$ cat config.mk
export PLATFORM = sky130hd
export DESIGN_NAME = dark_run_corner_finder
export DESIGN_NICKNAME = d
export VERILOG_FILES = /design/src/rtl/drc_pkg.sv /design/src/rtl/drc_ram.sv /design/src/rtl/drc_window.sv /design/src/rtl/drc_tracker.sv /design/src/rtl/dark_run_corner_finder.sv
export SDC_FILE = /design/constraint.sdc
export NUM_CORES = 1
export LEC_CHECK = 0
export ABC_CLOCK_PERIOD_IN_PS = 9100
export BUFFER_PORTS_ARGS = -buffer_cell sky130_fd_sc_hd__buf_4
export CORE_MARGIN = 8
export CORE_UTILIZATION = 63
export DETAILED_ROUTE_END_ITERATION = 12
export GPL_TIMING_DRIVEN = 0
export PLACE_DENSITY = 0.81
export SLEW_MARGIN = 10
export SYNTH_ARGS = -nofsm -noshare
export SYNTH_HDL_FRONTEND = slang
export SYNTH_HIERARCHICAL = 1
export SYNTH_SLANG_ARGS = --single-unit
$ cat constraint.sdc
create_clock -name clk -period 9.1 [get_ports clk]
set_clock_uncertainty 0.2 [all_clocks]
set_input_delay 0.91 -clock clk [delete_from_list [all_inputs] [get_ports clk]]
set_output_delay 0.91 -clock clk [all_outputs]
set_load 0.01 [all_outputs]
$ cat src/rtl/drc_pkg.sv
// ----------------------------------------------------------------------------
// drc_pkg
// Shared types and constants of the dark-run corner finder: pixel and result
// payloads, configuration register indexes and the window geometry.
// ----------------------------------------------------------------------------
package drc_pkg;

    localparam int WINDOW_LEN = 50;
    localparam int SLOT_W     = $clog2(WINDOW_LEN);
    localparam int PIX_W      = 8;
    localparam int PSUM_W     = 10;
    localparam int WSUM_W     = 16;
    localparam int DIM_W      = 11;
    localparam int CORNER_W   = 12;
    localparam int CFG_W      = 16;
    localparam int IDX_W      = 2;

    localparam logic [SLOT_W-1:0]   LAST_SLOT = SLOT_W'(WINDOW_LEN - 1);
    localparam logic [PIX_W-1:0]    PAINT_RED = 8'd214;
    localparam logic [CORNER_W-1:0] NO_TOP    = 12'd1000;
    localparam logic [CORNER_W-1:0] NO_BOTTOM = '1;

    localparam logic [DIM_W-1:0]  RESET_WIDTH     = 11'd1280;
    localparam logic [DIM_W-1:0]  RESET_HEIGHT    = 11'd720;
    localparam logic [WSUM_W-1:0] RESET_THRESHOLD = 16'd12000;
    localparam logic [DIM_W-1:0]  RESET_CUTOFF    = 11'd1043;

    typedef enum logic [IDX_W-1:0] {
        REG_FRAME_WIDTH    = 2'd0,
        REG_FRAME_HEIGHT   = 2'd1,
        REG_DARK_THRESHOLD = 2'd2,
        REG_COLUMN_CUTOFF  = 2'd3
    } cfg_idx_t;

    typedef struct packed {
        logic [PIX_W-1:0] red;
        logic [PIX_W-1:0] green;
        logic [PIX_W-1:0] blue;
    } pixel_t;

    typedef struct packed {
        logic [PIX_W-1:0]           out_red;
        logic [PIX_W-1:0]           out_green;
        logic [PIX_W-1:0]           out_blue;
        logic [DIM_W-1:0]           top_row;
        logic signed [CORNER_W-1:0] top_col;
        logic signed [CORNER_W-1:0] bottom_row;
        logic signed [CORNER_W-1:0] bottom_col;
        logic                       frame_end;
    } result_t;

    typedef struct packed {
        logic [DIM_W-1:0]  frame_width;
        logic [DIM_W-1:0]  frame_height;
        logic [WSUM_W-1:0] dark_threshold;
        logic [DIM_W-1:0]  column_cutoff;
    } cfg_t;

    typedef struct packed {
        logic              push;
        logic              clear;
        logic [PSUM_W-1:0] value;
    } win_ctl_t;

    typedef struct packed {
        logic              full;
        logic [WSUM_W-1:0] sum;
    } win_stat_t;

endpackage

$ cat src/rtl/drc_ram.sv
// ----------------------------------------------------------------------------
// drc_ram
// Generic single-write, single-read RAM with registered read data.
// ----------------------------------------------------------------------------
module drc_ram #(
    parameter int WIDTH = 8,
    parameter int DEPTH = 16
) (
    input  logic                     clk,
    input  logic                     we,
    input  logic [$clog2(DEPTH)-1:0] waddr,
    input  logic [WIDTH-1:0]         wdata,
    input  logic [$clog2(DEPTH)-1:0] raddr,
    output logic [WIDTH-1:0]         rdata
);

    logic [WIDTH-1:0] mem [DEPTH];
    logic [WIDTH-1:0] rdata_reg;

    always_ff @(posedge clk)
    begin
        if (we)
        begin
            mem[waddr] <= wdata;
        end
        rdata_reg <= mem[raddr];
    end

    assign rdata = rdata_reg;

endmodule

$ cat src/rtl/drc_window.sv
// ----------------------------------------------------------------------------
// drc_window
// Sliding window of pixel sums: ring buffer in RAM, write slot, fill flag
// and running sum. The entry about to be overwritten is prefetched.
// ----------------------------------------------------------------------------
module drc_window (
    input  logic              clk,
    input  logic              rst_n,
    input  drc_pkg::win_ctl_t ctl,
    output drc_pkg::win_stat_t stat
);

    logic [drc_pkg::SLOT_W-1:0] slot_reg;
    logic [drc_pkg::SLOT_W-1:0] slot_next;
    logic [drc_pkg::SLOT_W-1:0] slot_inc;
    logic [drc_pkg::SLOT_W-1:0] raddr;
    logic                       full_reg;
    logic                       full_next;
    logic [drc_pkg::WSUM_W-1:0] sum_reg;
    logic [drc_pkg::WSUM_W-1:0] sum_next;
    logic [drc_pkg::PSUM_W-1:0] old_value;
    logic [drc_pkg::WSUM_W-1:0] sum_upd;
    logic                       full_upd;

    assign slot_inc = (slot_reg == drc_pkg::LAST_SLOT) ? '0 : slot_reg + 1'b1;

    // old entry is dropped only once the window is full
    assign sum_upd = sum_reg
                   - (full_reg ? drc_pkg::WSUM_W'(old_value) : '0)
                   + drc_pkg::WSUM_W'(ctl.value);
    assign full_upd = full_reg | (slot_inc == drc_pkg::LAST_SLOT);

    always_comb
    begin
        slot_next = slot_reg;
        full_next = full_reg;
        sum_next  = sum_reg;
        priority if (ctl.clear)
        begin
            slot_next = drc_pkg::LAST_SLOT;
            full_next = 1'b0;
            sum_next  = '0;
        end
        else if (ctl.push)
        begin
            slot_next = slot_inc;
            full_next = full_upd;
            sum_next  = sum_upd;
        end
    end

    // prefetch the slot the next push will overwrite
    assign raddr = (slot_next == drc_pkg::LAST_SLOT) ? '0 : slot_next + 1'b1;

    always_ff @(posedge clk or negedge rst_n)
    begin
        if (!rst_n)
        begin
            slot_reg <= drc_pkg::LAST_SLOT;
            full_reg <= 1'b0;
            sum_reg  <= '0;
        end
        else
        begin
            slot_reg <= slot_next;
            full_reg <= full_next;
            sum_reg  <= sum_next;
        end
    end

    drc_ram #(
        .WIDTH (drc_pkg::PSUM_W),
        .DEPTH (drc_pkg::WINDOW_LEN)
    ) u_store (
        .clk   (clk),
        .we    (ctl.push),
        .waddr (slot_inc),
        .wdata (ctl.value),
        .raddr (raddr),
        .rdata (old_value)
    );

    assign stat.full = full_upd;
    assign stat.sum  = sum_upd;

endmodule

$ cat src/rtl/drc_tracker.sv
// ----------------------------------------------------------------------------
// drc_tracker
// Raster position, half flag and corner tracking; forms the result for the
// pixel in the input register.
// ----------------------------------------------------------------------------
module drc_tracker (
    input  logic                       clk,
    input  logic                       rst_n,
    input  drc_pkg::cfg_t              cfg,
    input  logic                       step,
    input  drc_pkg::pixel_t            pix,
    input  logic [drc_pkg::PSUM_W-1:0] pix_sum,
    input  drc_pkg::win_stat_t         win_stat,
    output drc_pkg::win_ctl_t          win_ctl,
    output drc_pkg::result_t           result
);

    logic [drc_pkg::DIM_W-1:0]    row_reg, row_next;
    logic [drc_pkg::DIM_W-1:0]    col_reg, col_next;
    logic                         half_reg, half_next;
    logic [drc_pkg::CORNER_W-1:0] top_row_reg, top_row_next;
    logic [drc_pkg::CORNER_W-1:0] top_col_reg, top_col_next;
    logic [drc_pkg::CORNER_W-1:0] bot_row_reg, bot_row_next;
    logic [drc_pkg::CORNER_W-1:0] bot_col_reg, bot_col_next;

    logic                         cut;
    logic                         half_upd;
    logic                         dark;
    logic signed [drc_pkg::CORNER_W:0] pos;
    logic signed [drc_pkg::CORNER_W:0] top_pos;
    logic signed [drc_pkg::CORNER_W:0] bot_pos;
    logic                         top_hit;
    logic                         bot_hit;
    logic [drc_pkg::CORNER_W-1:0] top_row_upd, top_col_upd;
    logic [drc_pkg::CORNER_W-1:0] bot_row_upd, bot_col_upd;
    logic                         row_end;
    logic                         last;

    assign cut = (col_reg >= cfg.column_cutoff);

    assign half_upd = half_reg | (row_reg > (cfg.frame_height >> 1));
    assign dark     = win_stat.full && (win_stat.sum < cfg.dark_threshold);

    assign pos     = $signed({2'b00, row_reg} + {2'b00, col_reg});
    assign top_pos = $signed({top_row_reg[drc_pkg::CORNER_W-1], top_row_reg})
                   + $signed({top_col_reg[drc_pkg::CORNER_W-1], top_col_reg});
    assign bot_pos = $signed({bot_row_reg[drc_pkg::CORNER_W-1], bot_row_reg})
                   + $signed({bot_col_reg[drc_pkg::CORNER_W-1], bot_col_reg});

    assign top_hit = !cut && dark && !half_upd && (top_pos > pos);
    assign bot_hit = !cut && dark && half_upd && (bot_pos < pos);

    assign top_row_upd = top_hit ? {1'b0, row_reg} : top_row_reg;
    assign top_col_upd = top_hit ? ({1'b0, col_reg} - drc_pkg::CORNER_W'(drc_pkg::WINDOW_LEN))
                                 : top_col_reg;
    assign bot_row_upd = bot_hit ? {1'b0, row_reg} : bot_row_reg;
    assign bot_col_upd = bot_hit ? {1'b0, col_reg} : bot_col_reg;

    assign row_end = ({1'b0, col_reg} + 1'b1) >= {1'b0, cfg.frame_width};
    assign last    = row_end && (({1'b0, row_reg} + 1'b1) >= {1'b0, cfg.frame_height});

    assign win_ctl.push  = step && !cut;
    assign win_ctl.clear = step && last;
    assign win_ctl.value = pix_sum;

    always_comb
    begin
        result.out_red    = cut ? drc_pkg::PAINT_RED : pix.red;
        result.out_green  = cut ? '0 : pix.green;
        result.out_blue   = cut ? '0 : pix.blue;
        result.top_row    = top_row_upd[drc_pkg::DIM_W-1:0];
        result.top_col    = $signed(top_col_upd);
        result.bottom_row = $signed(bot_row_upd);
        result.bottom_col = $signed(bot_col_upd);
        result.frame_end  = last;
    end

    always_comb
    begin
        row_next     = row_reg;
        col_next     = col_reg;
        half_next    = half_reg;
        top_row_next = top_row_reg;
        top_col_next = top_col_reg;
        bot_row_next = bot_row_reg;
        bot_col_next = bot_col_reg;
        if (step)
        begin
            priority if (last)
            begin
                row_next     = '0;
                col_next     = '0;
                half_next    = 1'b0;
                top_row_next = drc_pkg::NO_TOP;
                top_col_next = drc_pkg::NO_TOP;
                bot_row_next = drc_pkg::NO_BOTTOM;
                bot_col_next = drc_pkg::NO_BOTTOM;
            end
            else
            begin
                if (row_end)
                begin
                    col_next = '0;
                    row_next = row_reg + 1'b1;
                end
                else
                begin
                    col_next = col_reg + 1'b1;
                end
                half_next    = cut ? half_reg : half_upd;
                top_row_next = top_row_upd;
                top_col_next = top_col_upd;
                bot_row_next = bot_row_upd;
                bot_col_next = bot_col_upd;
            end
        end
    end

    always_ff @(posedge clk or negedge rst_n)
    begin
        if (!rst_n)
        begin
            row_reg     <= '0;
            col_reg     <= '0;
            half_reg    <= 1'b0;
            top_row_reg <= drc_pkg::NO_TOP;
            top_col_reg <= drc_pkg::NO_TOP;
            bot_row_reg <= drc_pkg::NO_BOTTOM;
            bot_col_reg <= drc_pkg::NO_BOTTOM;
        end
        else
        begin
            row_reg     <= row_next;
            col_reg     <= col_next;
            half_reg    <= half_next;
            top_row_reg <= top_row_next;
            top_col_reg <= top_col_next;
            bot_row_reg <= bot_row_next;
            bot_col_reg <= bot_col_next;
        end
    end

endmodule

$ cat src/rtl/dark_run_corner_finder.sv
// ----------------------------------------------------------------------------
// dark_run_corner_finder
// Finds the top-left and bottom-right ends of dark pixel runs in a raster
// frame; pixels at or beyond a column cutoff are painted red.
//
//   channel | signals                          | transfer when
//   --------+----------------------------------+---------------------------
//   pixel   | pix_valid, pix_ready, pix        | pix_valid && pix_ready
//   result  | res_valid, res_ready, res        | res_valid && res_ready
//   config  | cfg_write, cfg_index, cfg_data   | cfg_write
//
// One pixel per clock sustained while results are taken; the pixel transfer
// loads the input register, and the result register loads from it when the
// pipeline advances, which a stalled result can hold off.
// The window RAM read is prefetched, so the running-sum update and corner
// compare fit between the two registers.
// A stalled result holds the result register; the input register still
// takes one more pixel. Reset clears control state and loads the register
// defaults; no clearing pass is needed.
// ----------------------------------------------------------------------------
module dark_run_corner_finder (
    input  logic                        clk,
    input  logic                        rst_n,
    input  logic                        pix_valid,
    output logic                        pix_ready,
    input  drc_pkg::pixel_t             pix,
    output logic                        res_valid,
    input  logic                        res_ready,
    output drc_pkg::result_t            res,
    input  logic                        cfg_write,
    input  logic [drc_pkg::IDX_W-1:0]   cfg_index,
    input  logic [drc_pkg::CFG_W-1:0]   cfg_data
);

    drc_pkg::cfg_t              cfg_reg;
    logic                       s1_valid_reg;
    logic                       s1_valid_next;
    drc_pkg::pixel_t            s1_pix_reg;
    logic [drc_pkg::PSUM_W-1:0] s1_sum_reg;
    logic                       res_valid_reg;
    logic                       res_valid_next;
    drc_pkg::result_t           res_reg;
    logic                       advance;
    logic                       take;
    drc_pkg::win_ctl_t          win_ctl;
    drc_pkg::win_stat_t         win_stat;
    drc_pkg::result_t           result;

    always_ff @(posedge clk or negedge rst_n)
    begin
        if (!rst_n)
        begin
            cfg_reg.frame_width    <= drc_pkg::RESET_WIDTH;
            cfg_reg.frame_height   <= drc_pkg::RESET_HEIGHT;
            cfg_reg.dark_threshold <= drc_pkg::RESET_THRESHOLD;
            cfg_reg.column_cutoff  <= drc_pkg::RESET_CUTOFF;
        end
        else if (cfg_write)
        begin
            unique case (drc_pkg::cfg_idx_t'(cfg_index))
                drc_pkg::REG_FRAME_WIDTH:
                    cfg_reg.frame_width <= cfg_data[drc_pkg::DIM_W-1:0];
                drc_pkg::REG_FRAME_HEIGHT:
                    cfg_reg.frame_height <= cfg_data[drc_pkg::DIM_W-1:0];
                drc_pkg::REG_DARK_THRESHOLD:
                    cfg_reg.dark_threshold <= cfg_data[drc_pkg::WSUM_W-1:0];
                drc_pkg::REG_COLUMN_CUTOFF:
                    cfg_reg.column_cutoff <= cfg_data[drc_pkg::DIM_W-1:0];
                default:
                    cfg_reg <= cfg_reg;
            endcase
        end
    end

    assign advance   = s1_valid_reg && (!res_valid_reg || res_ready);
    assign pix_ready = !s1_valid_reg || advance;
    assign take      = pix_valid && pix_ready;

    assign s1_valid_next  = take || (s1_valid_reg && !advance);
    assign res_valid_next = advance || (res_valid_reg && !res_ready);

    always_ff @(posedge clk or negedge rst_n)
    begin
        if (!rst_n)
        begin
            s1_valid_reg  <= 1'b0;
            res_valid_reg <= 1'b0;
        end
        else
        begin
            s1_valid_reg  <= s1_valid_next;
            res_valid_reg <= res_valid_next;
        end
    end

    always_ff @(posedge clk)
    begin
        if (take)
        begin
            s1_pix_reg <= pix;
            s1_sum_reg <= drc_pkg::PSUM_W'({2'b00, pix.red})
                        + drc_pkg::PSUM_W'({2'b00, pix.green})
                        + drc_pkg::PSUM_W'({2'b00, pix.blue});
        end
        if (advance)
        begin
            res_reg <= result;
        end
    end

    drc_window u_window (
        .clk   (clk),
        .rst_n (rst_n),
        .ctl   (win_ctl),
        .stat  (win_stat)
    );

    drc_tracker u_tracker (
        .clk      (clk),
        .rst_n    (rst_n),
        .cfg      (cfg_reg),
        .step     (advance),
        .pix      (s1_pix_reg),
        .pix_sum  (s1_sum_reg),
        .win_stat (win_stat),
        .win_ctl  (win_ctl),
        .result   (result)
    );

    assign res_valid = res_valid_reg;
    assign res       = res_reg;

`ifndef SYNTHESIS
    a_advance_fills_result: assert property (
        @(posedge clk) disable iff (!rst_n)
        advance |=> res_valid_reg
    ) else $error("result register not loaded after advance");

    a_input_held_on_stall: assert property (
        @(posedge clk) disable iff (!rst_n)
        (s1_valid_reg && !advance) |=> (s1_valid_reg && $stable(s1_pix_reg))
    ) else $error("input register lost a stalled pixel");

    a_bottom_corner_pair: assert property (
        @(posedge clk) disable iff (!rst_n)
        (res_valid_reg && (res_reg.bottom_row == drc_pkg::NO_BOTTOM))
            |-> (res_reg.bottom_col == drc_pkg::NO_BOTTOM)
    ) else $error("bottom corner half set");
`endif

endmodule

==> impl_metrics.env, run 1 <==
export IMPL_min_path_cells=1
export IMPL_worst_slew_pin_slew_ns=1.16
export IMPL_yosys_area_top_type="edfxtp_1"
export IMPL_grt_pass1_wl_mm=142
export IMPL_rsz0062_at_grt="false"
export IMPL_slew_violations=0
export IMPL_fmaxAchievable_mhz=113
export IMPL_synth_nets=2806
export IMPL_fp_dieH_um=256
export IMPL_numCtsBuffers=77
export IMPL_crit_path_end_kind="register"
export IMPL_row_count=88
export IMPL_setup_worst_path_start_class="register"
export IMPL_clockPowerShare=0.201
export IMPL_irDropWorstVdd_mv=0.251
export IMPL_syn2layout_area_growth_pct=12.4
export IMPL_hold_viol_final=0
export IMPL_antenna_found_initial=1
export IMPL_totalWireLength_mm=93.9
export IMPL_synth_most_common_cell="edfxtp_1"
export IMPL_grt_max_degree=106
export IMPL_clkTransAtPathRegs_ns=0.06
export IMPL_synth_area_sq_um=36400
export IMPL_syn_area_per_cell_sq_um=14.0
export IMPL_hold_class="in2reg"
export IMPL_largest_reg_flops=500
export IMPL_syn_inst=2597
export IMPL_cp_max_fo=10
export IMPL_p_switching_mw=6.42
export IMPL_finalCritPeriodShare=0.970
export IMPL_ys_types=102
export IMPL_final_nets=3010
export IMPL_powerDensity_nw_per_um2=382
export IMPL_dpl_cell_area_sq_um=38300
export IMPL_antenna_cells=0
export IMPL_drtAntennaViolNets=0
export IMPL_multiInputGateArea_sq_um=12900
export IMPL_cts_num_sinks=760
export IMPL_routed_via_density=6.53
export IMPL_overflow=0
export IMPL_grt_total_usage=0.280
export IMPL_relSlewSlack=0.224
export IMPL_setup_viol=0
export IMPL_seqCellArea_sq_um=22100
export IMPL_drtPass1Iterations=7
export IMPL_synth_area_leaders="edfxtp_1 (50%), dfrtp_1 (6.1%), ha_1 (4.8%), mux4_2 (4.7%), dfstp_2 (4.0%)"
export IMPL_drive_gt1_frac=0.202
export IMPL_drtIter0Drc=2818
export IMPL_critical_path_arrival_ns=9.15
export IMPL_worstSetupPathType="reg2reg"
export IMPL_synth_seq_cells=760
export IMPL_routedWlPerCell_um=25.9
export IMPL_ios=121
export IMPL_p_comb_frac=0.498
export IMPL_fillerInstances=3592
export IMPL_switching_share=0.410
export IMPL_die_area_sq_um=65700
export IMPL_period_needed_ns=8.83
export IMPL_seqPwrFrac=0.301
export IMPL_place_congestion=0.961
export IMPL_vias=23700
export IMPL_synth_warnings=6
export IMPL_clk_latency_ns=0.64
export IMPL_die_x_um=256
export IMPL_synth_ff_type="edfxtp_1"
export IMPL_cts_tree="yes"
export IMPL_cts_setup_buffers=0
export IMPL_drv_cap=0
export IMPL_drc=0
export IMPL_cp_required_ns=9.42
export IMPL_htree_levels=3
export IMPL_synth_edf_count=606
export IMPL_final_core_util=0.713
export IMPL_netlist_area_leader_share=0.500
export IMPL_power_leakage_nw=15.5
export IMPL_intPower_mw=9.22
export IMPL_outcome="completed"
export IMPL_ys_top_cells_by_count="edfxtp_1 (606), inv_1 (158), nand2_1 (155)"
export IMPL_port_buffers=120
export IMPL_cts_buffer_depth=3
export IMPL_synth_seq_area_share=0.607
export IMPL_setup_tns_ns=0
export IMPL_fin_area_sq_um=40900
export IMPL_fp_coreArea_sq_um=57400
export IMPL_clockRootBuffer="clkbuf_16"
export IMPL_async_flop_share=0.189
export IMPL_dp_hpwl_mm=64.3
export IMPL_grt_pass1_vias=23600
export IMPL_start_util=0.634
export IMPL_rr_worst_depth=26
-- power by group through the flow --
stage	combinational (mW)	clock (mW)	sequential, mW
4_1_cts	7.61	3.17	4.70
3_5_place_dp	7.51	0	4.76
2_1_floorplan	5.23	0	4.68
3_3_place_gp	7.25	0	4.75
6_report	7.79	3.14	4.70
5_1_grt	8.32	3.30	4.74
-- cell families after synthesis --
logic type,after synthesis,share of synthesized area
AND/OR/NAND/NOR,567,0.0780
XOR/XNOR,74,0.0178
adder cells (fa/ha/maj),163,0.0605
buffers and inverters,305,0.0383
flip-flops,760,0.607
AO/OA/AOI/OAI,442,0.0906
multiplexers,286,0.108
-- cell usage in the layout, fill, tap and decap left out, types with 12 or more instances in the layout --
master | synthesis | layout
and2_1 | 39 | 37
a21o_1 | 30 | 30
edfxtp_1 | 606 | 606
o21ai_0 | 55 | 55
a22oi_1 | 21 | 21
clkbuf_16 | 0 | 79
buf_6 | 19 | 20
dfstp_2 | 56 | 56
mux2i_1 | 121 | 121
fa_1 | 22 | 22
inv_1 | 158 | 158
buf_2 | 29 | 29
a311oi_1 | 12 | 12
nand3_1 | 58 | 58
o211ai_1 | 24 | 24
nand2b_1 | 20 | 20
mux2_1 | 18 | 18
a211oi_2 | 12 | 12
xnor2_1 | 50 | 50
nor2_1 | 133 | 131
buf_4 | 18 | 138
o32a_1 | 15 | 15
nand4_1 | 41 | 41
o22ai_1 | 18 | 18
clkinv_1 | 2 | 17
nand2_1 | 155 | 155
xor2_1 | 24 | 24
nor3_1 | 21 | 17
and3_1 | 14 | 14
mux4_2 | 76 | 76
a21oi_1 | 89 | 89
dfrtp_1 | 88 | 88
nor2b_1 | 25 | 25
ha_1 | 140 | 140
clkbuf_1 | 71 | 80
mux2_2 | 70 | 70
a211oi_1 | 30 | 30
-- metrics by stage --
step	setup slack [ns]	power (mW)	instances	hold WS (ns)
after global placement	-0.750	12.0	3482	0.259
final	0.274	15.6	3625	0.281
after detailed placement	0.388	12.3	3486	0.289
after CTS	0.273	15.5	3625	0.246
after global routing	0.112	16.4	3625	0.251
after floorplan	2.18	9.91	2597	0.249
-- what timing repair did --
action,CTS,global route
hold buffers,1,0
resized for setup,0,6
endpoints found under the hold margin,29,0
setup endpoints to repair,0,10
-- final timing paths --
path	startpoint	end	slack, ns
worst max-delay path	u_tracker/col_reg[2]	u_window/u_store/rdata[7]	0.27
worst min-delay path	pix[18]	s1_pix_reg[18]	0.28
worst max register to register	u_tracker/col_reg[2]	u_window/u_store/rdata[7]	0.27
worst min register to register	s1_pix_reg[22]	res[70]	0.30
max in group asynchronous	rst_n	s1_valid_reg	7.26
min in group asynchronous	rst_n	u_window/sum_reg[10]	0.56
-- final cells by class --
cell class / instances / area share
timing repair buffer: 125 / 0.0243
tap: 765 / 0.0234
inverter: 162 / 0.0149
buffer: 143 / 0.0192
clock buffer: 95 / 0.0510
clock inverter: 43 / 0.0108
sequential: 760 / 0.540
multi-input combinational: 1532 / 0.316
-- per-layer routing --
metal	GRT usage	share of wire	up-vias
li1	-	-	10200
met1	0.373	0.39	11900
met2	0.455	0.47	1295
met3	0.0589	0.095	277
met4	0.104	0.041	2
met5	0	0.00013	-
-- critical path, stage by stage (launching register included) --
cell,delay (ns)
dfrtp_1,0.49
clkbuf_1,0.44
nand3_1,0.33
nor2_1,0.37
nand3_1,0.14
xnor2_1,0.20
ha_1,0.33
nor2b_1,0.13
a311o_1,0.18
a31oi_1,0.06
nor2_1,0.25
and2_1,0.17
clkbuf_1,0.31
nand2_1,0.47
nor2_2,0.53
clkbuf_1,0.50
a211o_1,0.25
ha_1,0.21
inv_1,0.07
a311o_1,0.32
o21ai_1,0.42
buf_2,0.46
clkbuf_2,0.42
clkbuf_1,0.51
o211ai_1,0.16
a21oi_1,0.44
or3_1,0.33
No activity file was read; power rests on OpenSTA's default activity.
==> run 2: changes to the inputs <==
CORE_ASPECT_RATIO = 0.5   (was default)
==> run 2 against run 1 <==
Against the previous run:
- register-to-register slack better by 0.12 ns
- largest cell class unchanged
- worst setup slack better by 0.12 ns
- design area is 0.83% lower
- largest power group unchanged
- global-route usage is 0.53 points lower
==> impl_metrics.env, run 2 (synthesis results as in run 1) <==
export IMPL_period_needed_ns=8.71
export IMPL_htree_levels=3
export IMPL_rsz0062_at_grt="false"
export IMPL_hold_viol_final=0
export IMPL_grt_pass1_wl_mm=138
export IMPL_cp_max_fo=10
export IMPL_drtAntennaViolNets=0
export IMPL_overflow=0
export IMPL_numCtsBuffers=66
export IMPL_cts_buffer_depth=3
export IMPL_slew_violations=0
export IMPL_dp_slack_ns=0.686
export IMPL_worstSetupPathType="reg2reg"
export IMPL_finalCritPeriodShare=0.957
export IMPL_setup_tns_ns=0
export IMPL_fmaxAchievable_mhz=115
export IMPL_cp_required_ns=9.45
export IMPL_irDropWorstVdd_mv=0.166
export IMPL_largest_reg_flops=500
export IMPL_port_buffers=120
export IMPL_crit_path_end_kind="register"
export IMPL_drive_gt1_frac=0.199
export IMPL_cts_repair_resized=0
export IMPL_grt_max_degree=86
export IMPL_relSlewSlack=0.137
export IMPL_hold_buffers=0
export IMPL_drv_cap=0
export IMPL_totalWireLength_mm=91.4
export IMPL_grt_pass1_vias=23100
export IMPL_layout_commonest_cell="edfxtp_1"
export IMPL_start_util=0.635
export IMPL_setup_worst_path_start_class="register"
export IMPL_critical_path_arrival_ns=9.06
export IMPL_dp_hpwl_mm=63.3
export IMPL_ios=121
export IMPL_fp_coreArea_sq_um=57200
export IMPL_clockRootBuffer="clkbuf_16"
export IMPL_drtPass1Iterations=6
export IMPL_fin_area_sq_um=40500
export IMPL_hold_class="in2async"
export IMPL_setup_viol=0
export IMPL_row_count=62
export IMPL_power_leakage_nw=15.3
export IMPL_drtIter0Drc=2514
export IMPL_outcome="completed"
export IMPL_worst_slew_pin_slew_ns=1.28
export IMPL_routed_via_density=6.41
export IMPL_p_total_mw=15.2
export IMPL_fp_dieH_um=186
export IMPL_drc=0
export IMPL_final_nets=3000
export IMPL_die_area_sq_um=66100
export IMPL_layout_common_cells="edfxtp_1 (606), inv_1 (158), nand2_1 (155), buf_4 (141), ha_1 (140)"
export IMPL_antenna_found_initial=0
export IMPL_fin_ws_ns=0.389
export IMPL_vias=23200
export IMPL_grt_total_usage=0.275
export IMPL_clk_latency_ns=0.62
export IMPL_routedWlPerCell_um=25.3
export IMPL_cts_setup_buffers=0
export IMPL_cts_tree="yes"
export IMPL_place_congestion=0.937
export IMPL_dpl_cell_area_sq_um=38300
export IMPL_cts_num_sinks=760
export IMPL_antenna_cells=0
export IMPL_powerDensity_nw_per_um2=376
export IMPL_syn2layout_area_growth_pct=11.5
export IMPL_clkTransAtPathRegs_ns=0.07
export IMPL_die_x_um=356
-- run 2: final cells by class --
class | count | area, sq um
buffer | 143 | 783
inverter | 162 | 608
clock buffer | 82 | 1780
multi-input combinational | 1532 | 12900
tap | 768 | 961
fill | 3751 | 16700
sequential | 760 | 22100
timing repair buffer | 126 | 986
clock inverter | 38 | 419
-- run 2: worst paths after layout --
kind | cells past startpoint | from | slack (ns) | to
worst max-delay path | 26 | u_tracker/col_reg[1] | 0.39 | u_window/u_store/rdata[9]
worst min-delay path | 1 | rst_n | 0.03 | u_tracker/half_reg
worst max register to register | 26 | u_tracker/col_reg[1] | 0.39 | u_window/u_store/rdata[9]
worst min register to register | 1 | s1_pix_reg[18] | 0.30 | res[66]
max in group asynchronous | 2 | rst_n | 7.85 | u_window/slot_reg[0]
min in group clk | 1 | pix[23] | 0.29 | s1_pix_reg[23]
-- run 2: metrics by stage --
stage / utilization / instances / hold WS [ns]
floorplan: - / 2597 / 0.249
global placement: 0.668 / 3485 / 0.253
detailed placement: 0.670 / 3491 / 0.284
CTS: 0.708 / 3611 / 0.0267
global route: 0.708 / 3611 / 0.0444
finish: 0.708 / 3611 / 0.0302
-- run 2: critical path, cell delays in order, from the launching register on --
cell and delay [ns]:
dfrtp_1 0.63, ha_1 0.31, nand3_1 0.21, nor2_1 0.35
nand3_1 0.15, xnor2_1 0.21, ha_1 0.33, nor2b_1 0.14
a311o_1 0.20, nor3_1 0.08, nor2_1 0.19, and2_1 0.20
clkbuf_1 0.32, nand2_1 0.38, nor2_1 0.75, clkbuf_1 0.49
a211o_1 0.24, ha_1 0.18, inv_1 0.06, a311o_1 0.32
o21ai_1 0.37, buf_2 0.37, buf_1 0.59, clkbuf_1 0.57
o211ai_1 0.31, nand4_1 0.31, or3_1 0.16
-- run 2: layer usage --
| metal | routed length (um) | vias to the layer above | share of wire | track usage |
|---|---|---|---|---|
| li1 | - | 10200 | - | - |
| met1 | 36300 | 11700 | 0.40 | 0.362 |
| met2 | 44100 | 1085 | 0.48 | 0.459 |
| met3 | 7360 | 229 | 0.080 | 0.0508 |
| met4 | 3700 | 0 | 0.041 | 0.106 |
| met5 | 0 | - | 0 | 0 |
-- run 2: report_power, final --
group	switching (mW)	internal (mW)	leakage, nW
sequential	0.246	4.41	7.20
combinational	4.73	2.97	7.07
clock	1.31	1.57	1.07
total	6.29	8.96	15.3
